### src/hw/rtl/huffman_code_bit_packer_assert.svh
// ---------------------------------------------------------------------------
// Huffman code bit packer assertion macros
// Shorthand for the concurrent checks at the end of the packer modules.
// ---------------------------------------------------------------------------
`ifndef HUFFMAN_CODE_BIT_PACKER_ASSERT_SVH
`define HUFFMAN_CODE_BIT_PACKER_ASSERT_SVH

// same-cycle implication, disabled in reset
`define HCBP_ASSERT_NOW(label, clk, rst, ante, cons, msg) \
   label: assert property (@(posedge clk) disable iff (rst) (ante) |-> (cons)) \
      else $error(msg);

// next-cycle implication, disabled in reset
`define HCBP_ASSERT_NEXT(label, clk, rst, ante, cons, msg) \
   label: assert property (@(posedge clk) disable iff (rst) (ante) |=> (cons)) \
      else $error(msg);

`endif

### src/hw/rtl/hcbp_pkg.sv
// ---------------------------------------------------------------------------
// Huffman code bit packer package
// Widths, function codes and the structs passed between the packer modules.
// ---------------------------------------------------------------------------
package hcbp_pkg;

   localparam int BYTE_W          = 8;
   localparam int SYM_W           = 8;
   localparam int CODE_W          = 32;
   localparam int LEN_W           = 6;
   localparam int PEND_W          = 3;
   localparam int TAKE_W          = 4;
   localparam int SYMBOL_COUNT    = 256;
   localparam int MAX_CODE_LENGTH = 32;

   // longest code the table keeps: the tighter of the limit and the word
   localparam int MAX_LEN = (MAX_CODE_LENGTH < CODE_W) ? MAX_CODE_LENGTH : CODE_W;

   localparam logic [1:0] FUNC_LOAD   = 2'd0;
   localparam logic [1:0] FUNC_ENCODE = 2'd1;
   localparam logic [1:0] FUNC_FLUSH  = 2'd2;

   // packer state seen by the shift unit
   typedef struct packed {
      logic [BYTE_W-1:0] acc;      // pending bits, right-aligned
      logic [PEND_W-1:0] pending;  // count of pending bits
      logic [CODE_W-1:0] code;     // remaining code bits, left-aligned
      logic [LEN_W-1:0]  rem;      // count of remaining code bits
   } hcbp_pack_type;

   // one step of the shift unit
   typedef struct packed {
      logic [BYTE_W-1:0] acc;
      logic [PEND_W-1:0] pending;
      logic [CODE_W-1:0] code;
      logic [LEN_W-1:0]  rem;
      logic [BYTE_W-1:0] byte_out;
      logic              emit;     // a full byte is ready
      logic              last;     // no further byte from this code
      logic              done;     // code exhausted
   } hcbp_step_type;

endpackage

### src/hw/rtl/hcbp_shift_unit.sv
// ---------------------------------------------------------------------------
// Huffman shift-merge unit
// Moves up to one byte of code bits into the accumulator per step.
// ---------------------------------------------------------------------------
module hcbp_shift_unit (
   input  hcbp_pkg::hcbp_pack_type cur,
   output hcbp_pkg::hcbp_step_type nxt
);

   localparam logic [hcbp_pkg::TAKE_W-1:0] ByteBits = hcbp_pkg::TAKE_W'(hcbp_pkg::BYTE_W);

   logic [hcbp_pkg::TAKE_W-1:0]   space;
   logic [hcbp_pkg::TAKE_W-1:0]   take;
   logic [hcbp_pkg::TAKE_W-1:0]   sum;
   logic [2*hcbp_pkg::BYTE_W-1:0] merged;
   logic [hcbp_pkg::BYTE_W-1:0]   top_bits;
   logic [hcbp_pkg::LEN_W-1:0]    rem_next;

   always_comb begin
      space    = ByteBits - {1'b0, cur.pending};
      take     = (cur.rem < {2'b0, space}) ? cur.rem[hcbp_pkg::TAKE_W-1:0] : space;
      top_bits = cur.code[hcbp_pkg::CODE_W-1 -: hcbp_pkg::BYTE_W];
      merged   = ({{hcbp_pkg::BYTE_W{1'b0}}, cur.acc} << take)
               | ({{hcbp_pkg::BYTE_W{1'b0}}, top_bits} >> (ByteBits - take));
      sum      = {1'b0, cur.pending} + take;
      rem_next = cur.rem - {2'b0, take};

      nxt.byte_out = merged[hcbp_pkg::BYTE_W-1:0];
      nxt.emit     = (sum == ByteBits);
      // clear the accumulator once a byte leaves
      nxt.acc      = nxt.emit ? '0 : merged[hcbp_pkg::BYTE_W-1:0];
      nxt.pending  = nxt.emit ? '0 : sum[hcbp_pkg::PEND_W-1:0];
      nxt.code     = cur.code << take;
      nxt.rem      = rem_next;
      nxt.last     = (rem_next < {2'b0, ByteBits});
      nxt.done     = (rem_next == '0);
   end

endmodule

### config.mk
export PLATFORM = sky130hd
export DESIGN_NAME = hcbp_shift_unit
export DESIGN_NICKNAME = d
export VERILOG_FILES = /design/src/hw/rtl/huffman_code_bit_packer_assert.svh /design/src/hw/rtl/hcbp_pkg.sv /design/src/hw/rtl/hcbp_shift_unit.sv
export SDC_FILE = /design/constraint.sdc
export NUM_CORES = 1
export LEC_CHECK = 0
export BUFFER_PORTS_ARGS = -buffer_cell sky130_fd_sc_hd__clkbuf_2
export CAP_MARGIN = 10
export CORE_MARGIN = 3
export CORE_UTILIZATION = 51
export DETAILED_ROUTE_END_ITERATION = 10
export PLACE_DENSITY = 0.85
export SLEW_MARGIN = 40
export SYNTH_ARGS = -nofsm -noshare
export SYNTH_HDL_FRONTEND = slang
export SYNTH_SLANG_ARGS = --single-unit
### constraint.sdc
create_clock -name vclk -period 6.5
set_input_delay 1.3 -clock vclk [all_inputs]
set_output_delay 1.3 -clock vclk [all_outputs]
set_load 0.05 [all_outputs]
Word level (Yosys, flattened, before mapping):

Index checks and enable logic that the tools add are counted.

* input bits: 49
* output and inout port bits: 60
* register bits after elaboration: 0
* word-level logic and storage cells: 15

* add/subtract/negate cells: 4
* reduce and logical (&&, ||, !) cells: 1
* $lt $le $gt $ge: 2
* multiplexer cells: 3
* equality and inequality tests: 1
* shift operators: 3
* bitwise logic cells: 1

Operators by type and width (number)
* $shl A32 B4 Y32: 1
* $mux W8: 1
* $or A8 B8 Y8: 1
* $shl A8 B4 Y8: 1
* $shr A8 B4 Y8: 1
* $logic_not A6 Y1: 1
* $lt A6 B4 Y1: 1
* $lt A6 B4 Y1 const B: 1
* $sub A6 B4 Y6: 1
* $add A3 B4 Y4: 1
* $eq A4 B4 Y1 const B: 1
* $mux W4: 1
* $sub A4 B3 Y4 const A: 1
* $sub A4 B4 Y4 const A: 1
* $mux W3: 1

Depth between registers and ports, before layout:

* depth after elaboration: 7
* gate-level depth with buffers: 18
* depth with buffers taken out: 16

Least setup slack after synthesis:

OpenSTA, ideal clock, no wires.

* path kind: in2out
* start: input port cur[39] (netlist name)
* end: output port nxt[0] (netlist name)
* arrival time: 7.026 ns
* slack: -1.826 ns
* buffers on the path: 2
* data required time: 5.200 ns
* stages: 15
* cell sequence: inv_1 -> ha_1 -> inv_1 -> ha_1 -> a211oi_2 -> o41ai_4 -> mux2_4 -> inv_2 -> buf_2 -> buf_2 -> ha_1 -> a31oi_1 -> xor2_1 -> a21oi_1 -> nor4b_1

RTL lines
* from (decl): RTL line hcbp_shift_unit.sv:6 `input hcbp_pkg::hcbp_pack_type cur,`
* to (decl): RTL line hcbp_shift_unit.sv:7 `output hcbp_pkg::hcbp_step_type nxt`

==> Implementation_results.wiki <==
{| class="wikitable"
! Metric !! Value
|-
| Status || finished, final reports clean
|-
| Hold Startpoint || cur[33]
|-
| Type of element launching the critical path || input port
|-
| First element of the critical path || cur[38]
|-
| Instance count after placement with tap cells included || 496
|-
| Average wire length per cell after detail routing || 18.7 um
|-
| Yosys Warn Count || 0
|-
| Slowest cell on the critical path || sky130_fd_sc_hd__o41ai_4
|-
| Final setup violation count || 0
|-
| Max-cap viol count || 0
|-
| Number of rows in the core area || 25
|-
| Antenna violations before repair || 0
|-
| Total of clock buffers placed in the layout || 0
|-
| Die X || 77.1 um
|-
| Final Non-Filler Cells || 498
|-
| First-pass GRT wire length || 14400 um
|-
| Sequential fraction of the synthesis area || 0
|-
| Period minus WS final || 6360 ps
|-
| Required time of the critical path || 5200 ps
|-
| Filler cell count in the final layout || 352
|-
| Number of sequential storage elements || 0
|-
| Vias in the first global route || 3134
|-
| Worst min-delay path endpoint || nxt[6]
|-
| Worst IR Drop VDD || 0.237 mV
|-
| Initial detailed-routing violation count || 355
|-
| Classification of the worst-slack hold path || in -> out
|-
| Biggest cell delay along the critical path || 480 ps
|-
| Total Routing Usage GR || 0.282
|-
| HPWL reported at the end of detailed placement || 7260 um
|-
| Data arrival time of the worst path || 5060 ps
|-
| Netlist area before placement || 2570 sq um
|-
| Final hold violations || 0
|-
| Worst hold margin || 3030 ps
|-
| Worst slack, placed || 92.3 ps
|-
| Gpl congestion || 0.946
|-
| Iteration count of the initial detailed-routing pass || 5
|-
| Sum of routed wire length over all layers || 9320 um
|-
| Starting Density || 0.538
|-
| Max Transition Viols Final || 0
|-
| Worst-Margin Slew || 605 ps
|-
| Maximum number of pins on one net before global-route repair || 36
|-
| Final period util || 0.978
|-
| Total grt overflow || 0
|-
| I/O pins || 109
|-
| DRC viols || 0
|-
| Core Area || 4790 sq um
|-
| Net Count, Synth || 389
|-
| Inserted Diodes || 0
|-
| FF/Latch Area || 0 sq um
|-
| Total power after layout || 0.912 mW
|-
| Port buffer count || 109
|-
| Fmax || 157 MHz
|-
| Worst slew margin relative to its limit || 0.594
|-
| Ordered list of cells on the worst path || clkbuf_2 > inv_1 > ha_1 > inv_1 > ha_2 > a211oi_4 > o41ai_4 > buf_4 > mux2_4 > inv_2 > ha_1 > nor2_1 > or2_2 > a211o_1 > a21oi_4 > nor4b_4 > buf_12
|-
| Static Leak || 1.78 nW
|-
| Number of buffers inserted for hold repair after clock tree synthesis || 0
|-
| Crit path max fanout || 10
|-
| Utilization after layout || 0.747
|-
| Die footprint || 5940 sq um
|-
| Commonest non-fill, non-tap cell in the layout || sky130_fd_sc_hd__mux2i_1
|-
| WS Path Type || in -> out
|-
| Area growth syn-to-layout || 38.8%
|-
| Average size of a mapped cell || 7.78 sq um
|-
| Worst-case setup margin in the final layout || 140 ps
|-
| Via density per instance || 6.49
|-
| Most frequent cells in the layout || 95 x sky130_fd_sc_hd__mux2i_1, 88 x sky130_fd_sc_hd__clkbuf_2, 25 x sky130_fd_sc_hd__nand2_1
|-
| Number of nets still failing antenna checks after routing || 0
|-
| Hold Path Depth || 4
|-
| Number of instances in the synthesized netlist || 331
|-
| Chip height || 77.1 um
|-
| Share of final-layout standard cells stronger than drive strength 1 || 0.374
|-
| Layout net count || 491
|-
| Critical Path Sink Type || primary output
|-
| Distinct cell type count of the synthesized netlist || 61
|-
| DR vias || 3233
|-
| PwrDens || 255 nW/um^2
|}
## cell type report
cell class	count	area, sq um	area share
multi-input cells	292	2460	0.687
inverters	17	63.8	0.0179
repair buffers	122	971	0.272
well taps	67	83.8	0.0235
## metal layers
metal	vias up	track usage	part of all wire
met4	0	0.119	0.046
li1	1457	-	-
met2	239	0.496	0.50
met1	1487	0.340	0.37
met5	-	0	0
met3	50	0.0411	0.084
## power breakdown
group	total [mW]	switching (mW)	internal [mW]
clock	0	0	0
combinational	0.912	0.597	0.314
sequential	0	0	0
total	0.912	0.597	0.314
## worst max-delay path by stage
| stage | end |
|---|---|
| global placement | nxt[0] |
| CTS | nxt[52] |
| floorplan | nxt[0] |
| detailed placement | nxt[52] |
| finish | nxt[0] |
| global route | nxt[52] |
## through the flow
| step | cell area [sq um] | setup TNS [ps] |
|---|---|---|
| 6_report | 3570 | 0 |
| 5_1_grt | 3570 | -48.4 |
| 4_1_cts | 3530 | 0 |
| 3_5_place_dp | 3530 | 0 |
| 3_3_place_gp | 3530 | 0 |
| 2_1_floorplan | 2610 | -376 |
## kinds of logic after synthesis
kind of cell	count (synthesis)	synth area share
buffers and inverters	39	0.0811
muxes	107	0.431
and+or+nand+nor	100	0.215
adders and majority gates	9	0.0437
AOI/OAI and AO/OA	68	0.199
xor gates and xnor gates	8	0.0301
## worst max-delay path, delay by kind of cell
kind            cells  cell delay [ps]
buf+inv             6              750
fa+ha+maj           3              910
mux                 1              360
compound gates      4             1090
simple gates        3              640
## synth_stat cells, drive strengths merged (2+ instances only)
cell,n,share of area
nor2,19,0.029
mux2,9,0.041
o211ai,6,0.017
a211oi,6,0.021
mux2i,96,0.37
o31ai,5,0.015
nand2,25,0.036
clkbuf,4,0.0058
and2,16,0.039
nand3,11,0.026
and3,2,0.0049
a21boi,2,0.0058
nor3,6,0.018
a21oi,15,0.029
ha,9,0.044
mux4,2,0.017
or2,3,0.0073
inv,17,0.025
o21ai,11,0.023
xor2,3,0.013
nor4,5,0.020
xnor2,5,0.017
a31oi,4,0.0097
a21o,3,0.0087
buf,18,0.051
a211o,3,0.010
o22ai,3,0.0073
nand4,6,0.015
## timing repair
item	4_1_cts	5_1_grt
endpoints found under the setup margin	0	10
gates resized for setup	0	7
buffers inserted	0	2
Power figures use the tool's default switching activity.
